--- src/hdl/abcb_pkg.sv ---
// shared constants, types and lookup functions for the led bar effect engine
package abcb_pkg;

  localparam int BIN_COUNT    = 16;
  localparam int BIN_W        = 4;
  localparam int LEVEL_W      = 8;
  localparam int PIX_W        = 6;
  localparam int CNT_W        = 7;
  localparam int SPEED_W      = 13;
  localparam int POS_W        = 11;
  localparam int WIDE_W       = 15;
  localparam int COLOR_W      = 8;
  localparam int PHASE_W      = 6;
  localparam int TAB_IDX_W    = 5;
  localparam int LEVEL_MAX    = 255;
  localparam int STRIP_LENGTH = 64;
  localparam int EDGE_PADDING = 10;
  localparam int TABLE_LEN    = 24;
  localparam int RED_OFFSET   = 16;
  localparam int GREEN_OFFSET = 8;

  localparam int IN_DATA_W  = 24;
  localparam int OUT_DATA_W = 40;
  localparam int CFG_IDX_W  = 3;
  localparam int CFG_DATA_W = 13;

  localparam logic [CFG_IDX_W-1:0] CFG_PIXEL_COUNT  = 3'd0;
  localparam logic [CFG_IDX_W-1:0] CFG_BIN_WIDTH    = 3'd1;
  localparam logic [CFG_IDX_W-1:0] CFG_MOTION_BIN   = 3'd2;
  localparam logic [CFG_IDX_W-1:0] CFG_SPEED_CEIL   = 3'd3;
  localparam logic [CFG_IDX_W-1:0] CFG_SPEED_FLOOR  = 3'd4;

  localparam logic ACT_UPDATE = 1'b0;
  localparam logic ACT_READ   = 1'b1;

  // commands from the controller to the datapath
  typedef struct packed {
    logic load;      // capture the input word
    logic phase;     // level to phase
    logic color;     // table lookup and bin store
    logic speed;     // speed update and clamp
    logic move;      // position update and bounce
    logic check;     // pixel range check
    logic div_init;  // start pixel / width divide
    logic div_step;  // one quotient bit
    logic read;      // bin color read
    logic out_load;  // move result into output register
  } cmd_t;

  // status from the datapath to the controller
  typedef struct packed {
    logic motion_hit;
    logic pix_oor;
    logic out_free;
  } status_t;

  // wrap a phase index onto the table, inputs stay below three turns
  function automatic logic [TAB_IDX_W-1:0] wrap_phase(input logic [CNT_W-1:0] v);
    logic [CNT_W-1:0] r;
    begin
      if (v >= CNT_W'(2 * TABLE_LEN)) begin
        r = v - CNT_W'(2 * TABLE_LEN);
      end else if (v >= CNT_W'(TABLE_LEN)) begin
        r = v - CNT_W'(TABLE_LEN);
      end else begin
        r = v;
      end
      wrap_phase = r[TAB_IDX_W-1:0];
    end
  endfunction

  // floor(128 * cos^2(k * pi / 24))
  function automatic logic [COLOR_W-1:0] cos_sq(input logic [TAB_IDX_W-1:0] k);
    logic [COLOR_W-1:0] v;
    begin
      case (k)
        5'd0:    v = 8'd128;
        5'd1:    v = 8'd125;
        5'd2:    v = 8'd119;
        5'd3:    v = 8'd109;
        5'd4:    v = 8'd96;
        5'd5:    v = 8'd80;
        5'd6:    v = 8'd64;
        5'd7:    v = 8'd47;
        5'd8:    v = 8'd32;
        5'd9:    v = 8'd18;
        5'd10:   v = 8'd8;
        5'd11:   v = 8'd2;
        5'd12:   v = 8'd0;
        5'd13:   v = 8'd2;
        5'd14:   v = 8'd8;
        5'd15:   v = 8'd18;
        5'd16:   v = 8'd32;
        5'd17:   v = 8'd47;
        5'd18:   v = 8'd64;
        5'd19:   v = 8'd80;
        5'd20:   v = 8'd96;
        5'd21:   v = 8'd109;
        5'd22:   v = 8'd119;
        5'd23:   v = 8'd125;
        default: v = 8'd0;
      endcase
      cos_sq = v;
    end
  endfunction

endpackage

--- src/hdl/abcb_ctrl.sv ---
// sequencing state machine for the led bar effect engine
module abcb_ctrl
  import abcb_pkg::*;
(
  input  logic    clk_i,
  input  logic    rst_ni,
  input  logic    in_valid_i,
  input  logic    in_kind_i,
  input  status_t status_i,
  output logic    in_ready_o,
  output cmd_t    cmd_o
);

  typedef enum logic [3:0] {
    ST_IDLE,
    ST_PHASE,
    ST_COLOR,
    ST_SPEED,
    ST_MOVE,
    ST_CHECK,
    ST_DIV,
    ST_READ,
    ST_DONE
  } state_e;

  state_e           state_q, state_d;
  logic [2:0]       cnt_q, cnt_d;

  always_comb begin
    state_d    = state_q;
    cnt_d      = cnt_q;
    cmd_o      = '0;
    in_ready_o = 1'b0;
    case (state_q)
      ST_IDLE: begin
        in_ready_o = 1'b1;
        if (in_valid_i) begin
          cmd_o.load = 1'b1;
          state_d    = (in_kind_i == ACT_READ) ? ST_CHECK : ST_PHASE;
        end
      end
      ST_PHASE: begin
        cmd_o.phase = 1'b1;
        state_d     = ST_COLOR;
      end
      ST_COLOR: begin
        cmd_o.color = 1'b1;
        state_d     = status_i.motion_hit ? ST_SPEED : ST_DONE;
      end
      ST_SPEED: begin
        cmd_o.speed = 1'b1;
        state_d     = ST_MOVE;
      end
      ST_MOVE: begin
        cmd_o.move = 1'b1;
        state_d    = ST_DONE;
      end
      ST_CHECK: begin
        cmd_o.check = 1'b1;
        if (status_i.pix_oor) begin
          state_d = ST_DONE;
        end else begin
          cmd_o.div_init = 1'b1;
          cnt_d          = '0;
          state_d        = ST_DIV;
        end
      end
      ST_DIV: begin
        cmd_o.div_step = 1'b1;
        cnt_d          = cnt_q + 3'd1;
        if (cnt_q == 3'(PIX_W - 1)) begin
          state_d = ST_READ;
        end
      end
      ST_READ: begin
        cmd_o.read = 1'b1;
        state_d    = ST_DONE;
      end
      ST_DONE: begin
        if (status_i.out_free) begin
          cmd_o.out_load = 1'b1;
          state_d        = ST_IDLE;
        end
      end
      default: begin
        state_d = ST_IDLE;
      end
    endcase
  end

  always_ff @(posedge clk_i or negedge rst_ni) begin
    if (!rst_ni) begin
      state_q <= ST_IDLE;
      cnt_q   <= '0;
    end else begin
      state_q <= state_d;
      cnt_q   <= cnt_d;
    end
  end

endmodule

--- src/hdl/abcb_datapath.sv ---
// registers, bin color store, motion arithmetic and divider of the led bar engine
module abcb_datapath
  import abcb_pkg::*;
(
  input  logic                  clk_i,
  input  logic                  rst_ni,
  input  cmd_t                  cmd_i,
  output status_t               status_o,
  input  logic [IN_DATA_W-1:0]  in_data_i,
  input  logic                  cfg_we_i,
  input  logic [CFG_IDX_W-1:0]  cfg_idx_i,
  input  logic [CFG_DATA_W-1:0] cfg_data_i,
  output logic                  m_valid_o,
  input  logic                  m_ready_i,
  output logic [OUT_DATA_W-1:0] m_data_o,
  output logic                  m_user_o
);

  // configuration
  logic [CNT_W-1:0]          pixel_count_q;
  logic [CNT_W-1:0]          bin_width_q;
  logic [BIN_W-1:0]          motion_bin_q;
  logic signed [SPEED_W-1:0] speed_ceil_q;
  logic signed [SPEED_W-1:0] speed_floor_q;

  // item registers
  logic [BIN_W-1:0]   bin_q;
  logic [LEVEL_W-1:0] level_q;
  logic [PIX_W-1:0]   quo_q;
  logic [CNT_W-1:0]   rem_q;
  logic [PHASE_W-1:0] phase_q;
  logic [COLOR_W-1:0] red_q, green_q, blue_q;
  logic               oor_q;

  // motion state
  logic signed [SPEED_W-1:0] speed_q;
  logic signed [POS_W-1:0]   pos_q;
  logic                      up_q;

  logic [3*COLOR_W-1:0] colors_q [BIN_COUNT];

  logic                  m_valid_q;
  logic [OUT_DATA_W-1:0] m_data_q;
  logic                  m_user_q;

  // phase = round(level * 48 / 255), divide by 255 via multiply by 257 and one fixup
  logic [13:0]        ph_x;
  logic [21:0]        ph_prod;
  logic [PHASE_W-1:0] ph_est;
  logic [13:0]        ph_rem;
  logic [PHASE_W-1:0] phase_d;

  always_comb begin
    ph_x    = 14'({level_q, 5'b0}) + 14'({level_q, 4'b0}) + 14'(LEVEL_MAX / 2);
    ph_prod = {ph_x, 8'b0} + 22'(ph_x);
    ph_est  = ph_prod[21:16];
    ph_rem  = ph_x - (14'({ph_est, 8'b0}) - 14'(ph_est));
    phase_d = (ph_rem >= 14'(LEVEL_MAX)) ? ph_est + 6'd1 : ph_est;
  end

  logic [COLOR_W-1:0] red_lut, green_lut, blue_lut;

  always_comb begin
    red_lut   = cos_sq(wrap_phase(7'(phase_q) + 7'(RED_OFFSET)));
    green_lut = cos_sq(wrap_phase(7'(phase_q) + 7'(GREEN_OFFSET)));
    blue_lut  = cos_sq(wrap_phase(7'(phase_q)));
  end

  // speed update with ceiling tested first
  logic signed [WIDE_W-1:0]  spd_sum;
  logic signed [SPEED_W-1:0] speed_d;

  always_comb begin
    spd_sum = WIDE_W'(speed_q) + $signed({6'b0, level_q, 1'b0}) - WIDE_W'(LEVEL_MAX);
    if (spd_sum > WIDE_W'(speed_ceil_q)) begin
      speed_d = speed_ceil_q;
    end else if (spd_sum < WIDE_W'(speed_floor_q)) begin
      speed_d = speed_floor_q;
    end else begin
      speed_d = spd_sum[SPEED_W-1:0];
    end
  end

  // move and bounce, upper end tested first
  logic signed [WIDE_W-1:0] mv_y;
  logic signed [WIDE_W-1:0] mv_top;
  logic signed [WIDE_W-1:0] mv_bnd;
  logic signed [WIDE_W-1:0] mv_bottom;
  logic                     up_d;
  logic signed [POS_W-1:0]  pos_d;

  always_comb begin
    mv_top    = (WIDE_W'(STRIP_LENGTH + EDGE_PADDING) - $signed({8'b0, pixel_count_q})) <<< 3;
    mv_bottom = WIDE_W'(-8 * EDGE_PADDING);
    mv_y      = up_q ? WIDE_W'(pos_q) + WIDE_W'(speed_q) : WIDE_W'(pos_q) - WIDE_W'(speed_q);
    up_d      = up_q;
    mv_bnd    = mv_y;
    if (mv_y > mv_top) begin
      up_d   = ~up_q;
      mv_bnd = mv_top;
    end else if (mv_y < mv_bottom) begin
      up_d   = ~up_q;
      mv_bnd = mv_bottom;
    end
    if (mv_bnd > WIDE_W'(1023)) begin
      pos_d = 11'sd1023;
    end else if (mv_bnd < WIDE_W'(-1024)) begin
      pos_d = -11'sd1024;
    end else begin
      pos_d = mv_bnd[POS_W-1:0];
    end
  end

  // restoring divide step, zero width acts as one
  logic [CNT_W-1:0] div_w;
  logic [CNT_W:0]   div_trial;
  logic             div_bit;

  always_comb begin
    div_w     = (bin_width_q == '0) ? CNT_W'(1) : bin_width_q;
    div_trial = {rem_q, quo_q[PIX_W-1]};
    div_bit   = (div_trial >= {1'b0, div_w});
  end

  always_comb begin
    status_o.motion_hit = (bin_q == motion_bin_q);
    status_o.pix_oor    = ({1'b0, quo_q} >= pixel_count_q);
    status_o.out_free   = !m_valid_q || m_ready_i;
  end

  always_ff @(posedge clk_i or negedge rst_ni) begin
    if (!rst_ni) begin
      pixel_count_q <= CNT_W'(64);
      bin_width_q   <= CNT_W'(4);
      motion_bin_q  <= '0;
      speed_ceil_q  <= 13'sd64;
      speed_floor_q <= -13'sd64;
    end else if (cfg_we_i) begin
      case (cfg_idx_i)
        CFG_PIXEL_COUNT: pixel_count_q <= cfg_data_i[CNT_W-1:0];
        CFG_BIN_WIDTH:   bin_width_q   <= cfg_data_i[CNT_W-1:0];
        CFG_MOTION_BIN:  motion_bin_q  <= cfg_data_i[BIN_W-1:0];
        CFG_SPEED_CEIL:  speed_ceil_q  <= $signed(cfg_data_i);
        CFG_SPEED_FLOOR: speed_floor_q <= $signed(cfg_data_i);
        default: begin
        end
      endcase
    end
  end

  // item payload, no reset needed
  always_ff @(posedge clk_i) begin
    if (cmd_i.load) begin
      bin_q   <= in_data_i[BIN_W-1:0];
      level_q <= in_data_i[BIN_W +: LEVEL_W];
      quo_q   <= in_data_i[BIN_W+LEVEL_W +: PIX_W];
    end
    if (cmd_i.phase) begin
      phase_q <= phase_d;
    end
    if (cmd_i.color) begin
      red_q   <= red_lut;
      green_q <= green_lut;
      blue_q  <= blue_lut;
      oor_q   <= 1'b0;
    end
    if (cmd_i.check) begin
      red_q   <= '0;
      green_q <= '0;
      blue_q  <= '0;
      oor_q   <= status_o.pix_oor;
    end
    if (cmd_i.div_init) begin
      rem_q <= '0;
    end
    if (cmd_i.div_step) begin
      rem_q <= div_bit ? CNT_W'(div_trial - {1'b0, div_w}) : div_trial[CNT_W-1:0];
      quo_q <= {quo_q[PIX_W-2:0], div_bit};
    end
    // bins are a power of two, so quotient mod bins is its low bits
    if (cmd_i.read) begin
      {blue_q, green_q, red_q} <= colors_q[quo_q[BIN_W-1:0]];
    end
    if (cmd_i.out_load) begin
      m_data_q <= {4'b0, up_q, pos_q, blue_q, green_q, red_q};
      m_user_q <= oor_q;
    end
  end

  always_ff @(posedge clk_i or negedge rst_ni) begin
    if (!rst_ni) begin
      speed_q   <= '0;
      pos_q     <= '0;
      up_q      <= 1'b1;
      m_valid_q <= 1'b0;
      for (int i = 0; i < BIN_COUNT; i++) begin
        colors_q[i] <= '0;
      end
    end else begin
      if (cmd_i.color) begin
        colors_q[bin_q] <= {blue_lut, green_lut, red_lut};
      end
      if (cmd_i.speed) begin
        speed_q <= speed_d;
      end
      if (cmd_i.move) begin
        pos_q <= pos_d;
        up_q  <= up_d;
      end
      if (cmd_i.out_load) begin
        m_valid_q <= 1'b1;
      end else if (m_ready_i) begin
        m_valid_q <= 1'b0;
      end
    end
  end

  assign m_valid_o = m_valid_q;
  assign m_data_o  = m_data_q;
  assign m_user_o  = m_user_q;

endmodule

--- src/hdl/audio_bar_color_and_bounce.sv ---
// top level of the led bar color and bounce effect engine
// steps, accept to result valid: phase, color and done for a bin update, with speed and
//   move after color when the motion bin moves the bar; check, the bit-serial divider, read
//   and done for a pixel read; check and done for a read past the pixel count
// flow: one word at a time, taken the cycle after the result loads into a free output register
// reset (async, active low): bins, speed, position zero, moving up, registers 64, 4, 0, 64, -64
module audio_bar_color_and_bounce
  import abcb_pkg::*;
(
  input  logic                  clk_i,
  input  logic                  rst_ni,
  // input stream
  input  logic                  s_axis_tvalid,
  output logic                  s_axis_tready,
  input  logic [IN_DATA_W-1:0]  s_axis_tdata,  // bin_index[3:0], level[11:4], pixel_index[17:12]
  input  logic                  s_axis_tuser,  // action
  // result stream
  output logic                  m_axis_tvalid,
  input  logic                  m_axis_tready,
  output logic [OUT_DATA_W-1:0] m_axis_tdata,  // red[7:0], green[15:8], blue[23:16],
                                               // position[34:24], moving_up[35]
  output logic                  m_axis_tuser,  // out_of_range
  // register writes
  input  logic                  cfg_we_i,
  input  logic [CFG_IDX_W-1:0]  cfg_idx_i,
  input  logic [CFG_DATA_W-1:0] cfg_data_i
);

  cmd_t    cmd;
  status_t status;

  // controller: one state per arithmetic step, divider loop counted here
  abcb_ctrl u_ctrl (
    .clk_i      (clk_i),
    .rst_ni     (rst_ni),
    .in_valid_i (s_axis_tvalid),
    .in_kind_i  (s_axis_tuser),
    .status_i   (status),
    .in_ready_o (s_axis_tready),
    .cmd_o      (cmd)
  );

  // datapath: color store, motion state, divider and output register
  // the output register frees the controller while a result waits to be taken
  abcb_datapath u_dp (
    .clk_i      (clk_i),
    .rst_ni     (rst_ni),
    .cmd_i      (cmd),
    .status_o   (status),
    .in_data_i  (s_axis_tdata),
    .cfg_we_i   (cfg_we_i),
    .cfg_idx_i  (cfg_idx_i),
    .cfg_data_i (cfg_data_i),
    .m_valid_o  (m_axis_tvalid),
    .m_ready_i  (m_axis_tready),
    .m_data_o   (m_axis_tdata),
    .m_user_o   (m_axis_tuser)
  );

endmodule

--- config.mk ---
export PLATFORM = sky130hd
export DESIGN_NAME = audio_bar_color_and_bounce
export DESIGN_NICKNAME = d
export VERILOG_FILES = /design/src/hdl/abcb_pkg.sv /design/src/hdl/abcb_ctrl.sv /design/src/hdl/abcb_datapath.sv /design/src/hdl/audio_bar_color_and_bounce.sv
export SDC_FILE = /design/constraint.sdc
export NUM_CORES = 1
export LEC_CHECK = 0
export ABC_AREA = 1
export BUFFER_PORTS_ARGS = -buffer_cell sky130_fd_sc_hd__buf_2
export CORE_MARGIN = 10
export CORE_UTILIZATION = 57
export DETAILED_ROUTE_END_ITERATION = 10
export PLACE_DENSITY = 0.73
export SYNTH_ARGS = -nofsm -noshare
export SYNTH_HDL_FRONTEND = slang
export SYNTH_SLANG_ARGS = --single-unit
--- constraint.sdc ---
create_clock -name clk_i -period 6.9 [get_ports clk_i]
set_clock_uncertainty 0.1 [all_clocks]
set_input_delay 1.035 -clock clk_i [delete_from_list [all_inputs] [get_ports clk_i]]
set_output_delay 1.035 -clock clk_i [all_outputs]
set_load 0.005 [all_outputs]
### Word level (Yosys, flattened, before mapping)

Memory sizes are Yosys's and may differ from the RTL's.
Cells that the tools add are included.

| word-level totals | value |
|---|---|
| register bits | 554 |
| latch bits | 0 |
| memory bits (writable) | 0 |
| bits in read-only memories | 768 |
| input bits | 46 |
| logic and storage cells | 186 |
| memories kept | 3 |

| operators by class | value |
|---|---|
| add/sub/neg operators | 21 |
| multipliers | 0 |
| divide/modulo/power cells | 0 |
| $lt $le $gt $ge | 18 |
| eq/ne operators | 18 |
| shift operators | 0 |
| mux-type cells | 63 |
| bitwise operators | 3 |
| reduce and logical (&&, ||, !) cells | 22 |

Memory list:

| memory | depth | bits a word | read ports | clocked after memory_dff | write ports | line | RTL |
|---|---|---|---|---|---|---|---|
| (no name shown) | 32 | 8 | 1 | 0 | 0 | abcb_pkg.sv:76 | `case (k)` |
| (no name shown) | 32 | 8 | 1 | 0 | 0 | abcb_pkg.sv:76 |  |
| (no name shown) | 32 | 8 | 1 | 0 | 0 | abcb_pkg.sv:76 |  |

Operator list:

| kind | count |
|---|---|
| $bwmux 384 | 1 |
| $bmux 24 s4 | 1 |
| $demux 24 s4 | 1 |
| $mux 24 | 3 |
| $mux 8 | 9 |
| $mux 15 | 3 |
| $pmux 4 s8 | 1 |
| $mux 5 | 6 |
| $sub 5x5->5 const B | 6 |
| $mux 7 | 4 |
| $mux 13 | 2 |
| $add 22x14->22 | 1 |
| $mux 11 | 2 |
| $mux 4 | 5 |
| $mux 1 | 18 |
| $mux 6 | 3 |
| $eq 4x3->1 const B | 4 |
| $gt 15x11->1 const B | 1 |
| $gt 15x13->1 | 1 |
| $gt 15x15->1 | 1 |
| $lt 15x11->1 const B | 1 |
| $lt 15x13->1 | 1 |
| $lt 15x8->1 const B | 1 |
| $sub 15x9->15 const B | 1 |
| 47 further kinds | 68 |

### Longest topological paths before layout

| logic depth | value |
|---|---|
| word-level depth | 8 |
| mapped depth | 38 |

### Cells and area by module

A second synthesis with hierarchy kept.

| unflattened totals | value |
|---|---|
| cells, all modules | 3348 |
| area, all modules | 27546.4 um2 |

Modules (own cells, without submodules):

| module | instances | cells an instance | area each (um2) | seq. area each (um2) |
|---|---|---|---|---|
| abcb_datapath | 1 | 3275 | 27019.7 | 12786.0 |
| abcb_ctrl | 1 | 73 | 526.8 | 175.2 |

### Least setup slack after synthesis

OpenSTA, ideal clock, no wires.

| path | value |
|---|---|
| path type | register to register |
| start point | reg u_dp.level_q[3] |
| end point | reg u_dp.phase_q[0], data pin |
| library setup time | 252 ps |
| data arrival time | 4723 ps |
| required time | 6548 ps |
| setup slack | 1824 ps |
| stages on the path, launching flop included | 35 |
| buffers on the path | 0 |
| path through | edfxtp_1 > ha_1 > ha_1 > a21oi_1 > inv_1 > nand2_1 > nand3_1 > a21oi_1 > inv_1 > ha_1 > o21a_1 > o21ai_0 > inv_1 > nand2_1 > nor3_1 > ha_1 > inv_1 > ha_1 > inv_1 > ha_1 > nand2_1 > nor2_1 > nand2_1 > nand2_1 > nand2_1 > nand2_1 > nand2_1 > nand2_1 > inv_1 > nor2_1 > nand4_1 > nor2_1 > nand2_2 > nand2_1 > nand2_1 |

| on the way | value |
|---|---|
| longest elaborated chain between the ends | 7 |

Ends and longest elaborated chain:

| item | line | RTL |
|---|---|---|
| start: declaration | abcb_datapath.sv:28 | `logic [LEVEL_W-1:0] level_q;` |
| start signal: assignment | abcb_datapath.sv:155 | `level_q <= in_data_i[BIN_W +: LEVEL_W];` |
| $add 13x12->14 (*) | abcb_datapath.sv:54 | `ph_x = 14'({level_q, 5'b0}) + 14'({level_q, 4'b0}) + 14'(LEVEL_MAX / 2);` |
| $add 14x7->14 (*) | abcb_datapath.sv:54 |  |
| $add 22x14->22 | abcb_datapath.sv:55 | `ph_prod = {ph_x, 8'b0} + 22'(ph_x);` |
| $sub 14x6->14 | abcb_datapath.sv:57 | `ph_rem = ph_x - (14'({ph_est, 8'b0}) - 14'(ph_est));` |
| $sub 14x14->14 | abcb_datapath.sv:57 |  |
| $ge 14x8->1 | abcb_datapath.sv:58 | `phase_d = (ph_rem >= 14'(LEVEL_MAX)) ? ph_est + 6'd1 : ph_est;` |
| $mux 6 (*) | abcb_datapath.sv:58 |  |
| named net u_dp.phase_d[0] | abcb_datapath.sv:51 | `logic [PHASE_W-1:0] phase_d;` |
| end signal: assignment | abcb_datapath.sv:159 | `phase_q <= phase_d;` |
| end: declaration | abcb_datapath.sv:31 | `logic [PHASE_W-1:0] phase_q;` |

Mark *: on every way through the listed nets, which the timed path passes. The rest lies on a longest branch.
A chain may end at the register's enable or synchronous reset.

### Final worst setup path

| path | value |
|---|---|
| start point | reg u_dp.level_q[3] |
| end point | reg u_dp.phase_q[3], data pin |

The elaborated chain is that of the path after synthesis.

==> metrics list <==
- Measured on the finished design, the core utilization comes to 0.631.
- Worst min-delay path class: reg2reg
- Transition at the pin with the smallest max-transition slack: ~1.1 ns
- Antenna Diode Count: 0
* Req. time, crit path: 7.17 ns
* Endpoint of the most critical register-to-register path: u_dp.phase_q[3]
* Launch instance of the worst min-delay path: u_dp.green_q[4]
* Maximum number of pins on one net before global-route repair: around 160
* Number of different library cells in the post-synthesis netlist: 58
- Highest layer used for signal routing: met4
- For this run, the leading register cell type out of synthesis is dfrtp_1.
- Multi-input gate area in the final layout: 12600 um2
- Sinks on the clock net: 500
* Total of max-cap violations: 0
* Total number of yosys warnings: 0
- Proportion of synthesized flip-flops having asynchronous set or reset: 0.826
- dfrtp_1 takes more of the synthesized area than any other cell.
- Final count of hold timing violations: 0
- Status: completed
* Clock slew at the register clock pins of the worst setup and hold paths: ~0.06 ns
* Iteration-0 DRC Markers: 2454
- Worst-Skew Late Latency: a little over 0.6 ns
* Setup slack at placement: between 1 and 1.5 ns
* WS Path Type: reg2reg
* Fill cell total of the finished layout: 4099
- Min-Delay Endpoint: u_dp.m_data_o[12]
- FF+latch count, synth: 500
* Type of element launching the critical path: flip-flop
* Vias after detailed routing: ~24000
- Synthesis produced a netlist whose cell count is between 3000 and 4000.
- Router iterations before antenna repair: 6
- The number of antenna violations at the first check in global routing was 1.
* Met3 wirelength from detailed routing: roughly 6300 um
- Counting the buffers created by CTS gives 53.
* Post-CTS setup buffer count: 0
* Horiz. Die Dim: roughly 240 um
- The net count of the finished layout is 3645.
* Arrival time worst endpoint: between 6 and 7 ns
- Synth top area cells: dfrtp_1 (36%), nand2_1 (12%), o21ai_0 (11%)
- Final Max Slew Viols: 0
* Syn-to-layout area delta: 9.35%
- The smallest clock period supported by the final layout is computed as 5.86 ns.
- The synthesized netlist occupies a cell area of between 20000 and 30000 um2.
- The worst register-to-register path has a depth of 32.
* Commonest non-fill, non-tap cell in the layout: nand2_1
- Based on the critical path, the design can be clocked at up to between 150 and 200 MHz.
- Met1 wire length: around 33000 um
- The H-tree was split into 2 levels.
* Fraction of layout instances using a drive strength above 1: 0.0805
- For this run the aggregate overflow at the end of global routing stands at 0.
- Gpl congestion: 0.934
- DIE AREA: 57600 um2
* Leakage Power: about 14 nW
- Slowest-stage cell, CP: edfxtp_1
- Once detailed placement completed, the half-perimeter wirelength came to about 50000 um.
- The worst hold path was traced through 0 stages.
- Using the TritonRoute via totals, the vias-per-cell ratio works out to roughly 5.8.
- Measured along the y axis, the die boundary spans approximately 240 um.
- The core region is 47700 um2.
- Setup violations remaining at the end of the flow were counted as 0.
- Summed over all failing endpoints, the final setup total negative slack is 0 ns.
- In this run the worst path has a maximum fanout of 7.
- Power density over cell area: 546 nW/um2
- Unrepaired setup endpoints after global routing: no
* Worst IR drop on VDD: ~400 uV
- Averaged over all synthesized cells, the footprint is around 7.9 um2.
- Sequential element share of the synthesized area: 0.470
* Remaining antenna violation count after routing: 0
* Number of enable flip-flop cells after synthesis: 87
* Area fraction of the dominant cell type after synthesis: 0.365
- After detailed routing, the met2 layer carries 34600 um of wire.
- Total I/O pin count: 89
- Counting both buffers and inverters, the worst setup path holds a total of 5.
- Input and output buffers added on the ports amount to approximately 80.
- Leading cell types in the layout, fill and taps excluded: nand2_1 (911), o21ai_0 (596), dfrtp_1 (402)
* Quantity of gates resized following cts: 0
- The number of global-route vias before repair was between 20000 and 25000.
- For this run, the total global-route usage over all layers was measured as 0.265.
* Buffer cell driving the clock tree root: clkbuf_16
- Setup slack closes at a little over 1 ns.
* Wire length of the first global-routing pass: between 100000 and 150000 um
- Site Rows: 80
- The worst setup path is captured at a flip-flop.
- The kind of cell with the highest combined delay along the critical path is simple AND/OR/NAND/NOR gates.
* Number of remaining DRC errors: 0
- Cells after DPL: roughly 4000
* Most common cell on crit path: nand2_1
- Hold repair after CTS inserted 0 buffers.
- The finished layout holds ~4100 standard cells, fillers aside.
* Clock tree from TritonCTS: built
* Register Area: roughly 13000 um2
- In this run the deepest clock path goes through 3 buffers.
- After detailed routing, the average wire length per cell comes to around 18 um.
- For this run, the slowest stage of the critical path takes 0.44 ns.
* Worst reg2reg startpoint: u_dp.level_q[3]
- The routed design has 76200 um of wire.
* Share of the clock period used by the worst path: 0.850
* Initial standard-cell utilization of the core: 0.577
- Worst reg2reg setup slack: slightly above 1 ns
* Worst rel slew slack: 0.288
[Yosys cell counts, types with 4 or more instances]
library cell / count
nand3b_1: 6
buf_6: 4
nand2_2: 6
or2_2: 6
o21bai_1: 5
a31oi_1: 8
nand3_1: 120
o21ai_1: 16
ha_1: 125
dfrtp_1: 402
o311ai_0: 8
o22ai_1: 17
xnor2_1: 19
nand2_1: 911
clkbuf_1: 138
a21oi_1: 164
o221ai_1: 16
buf_1: 10
nor3_1: 12
a211oi_1: 6
dfstp_2: 11
o21ai_2: 29
xor2_1: 40
inv_1: 348
clkinv_1: 5
nor4_1: 5
buf_2: 8
o211ai_1: 24
inv_2: 16
nand4_1: 24
buf_4: 9
o21ai_0: 596
edfxtp_1: 87
nor2_1: 232
[power breakdown]
part / internal [mW] / switching (mW)
logic: 2.80 / 6.22
clock network: 1.71 / 1.21
registers: 3.95 / 0.565
total: 8.46 / 7.99
[registers in the layout, indices dropped and copies added (netlist names)]
name / cells
u_ctrl.cnt_q: 3
u_ctrl.state_q: 4
u_dp.bin_q: 4
u_dp.bin_width_q: 7
u_dp.blue_q: 7
u_dp.colors_q: 336
u_dp.green_q: 7
u_dp.level_q: 8
u_dp.m_data_o: 33
u_dp.m_user_o: 1
u_dp.m_valid_o: 1
u_dp.motion_bin_q: 4
u_dp.oor_q: 1
u_dp.phase_q: 6
u_dp.pixel_count_q: 7
u_dp.pos_q: 11
u_dp.quo_q: 6
u_dp.red_q: 7
u_dp.rem_q: 7
u_dp.speed_ceil_q: 13
u_dp.speed_floor_q: 13
u_dp.speed_q: 13
u_dp.up_q: 1
[per-stage QoR]
step	hold slack (ns)	power, mW	area, um2
2_1_floorplan	0.300	11.0	27600
3_3_place_gp	0.302	13.1	28400
3_5_place_dp	0.305	13.4	28400
4_1_cts	0.316	16.4	30100
5_1_grt	0.323	17.9	30100
6_report	0.316	16.4	30100
[worst register-to-register path: cells and delay by family, from the launching register on]
kind / cells / cell delay [ns]
buf+inv: 5 / 0.41
fa+ha+maj: 6 / 1.85
simple gates: 17 / 1.90
compound gates: 4 / 0.92
flops: 1 / 0.44
[cells by family (layout without fill, tap and decap cells)]
family | count (synthesis) | after routing | synth area share
AND/OR/NAND/NOR | 1335 | 1335 | 0.194
XOR/XNOR | 61 | 61 | 0.0202
AO/OA/AOI/OAI | 908 | 908 | 0.180
buffers and inverters | 538 | 579 | 0.0759
flip-flops | 500 | 500 | 0.470
adder cells (fa/ha/maj) | 128 | 128 | 0.0589
other | 1 | 4 | 0.000136
[how the worst max path moves through the flow]
stage	cells past startpoint	end	from	slack, ns
floorplan	34	u_dp.phase_q[0]	u_dp.level_q[3]	1.82
global placement	34	u_dp.phase_q[5]	u_dp.level_q[3]	1.18
detailed placement	34	u_dp.phase_q[1]	u_dp.level_q[3]	1.05
CTS	34	u_dp.phase_q[1]	u_dp.level_q[3]	1.01
global route	34	u_dp.phase_q[2]	u_dp.level_q[3]	0.43
finish	32	u_dp.phase_q[3]	u_dp.level_q[3]	1.04
[area by class of cell]
class,count,area share
multi-input combinational,2436,0.417
inverter,369,0.0460
clock inverter,18,0.00901
tap,615,0.0255
sequential,500,0.430
timing repair buffer,111,0.0227
clock buffer,81,0.0502
[metal layers]
layer | vias up | track usage
met4 | 0 | 0.0784
met3 | 130 | 0.0406
met1 | 11300 | 0.370
met2 | 898 | 0.421
li1 | 11400 | -
met5 | - | 0
No activity file was read; power rests on OpenSTA's default activity.
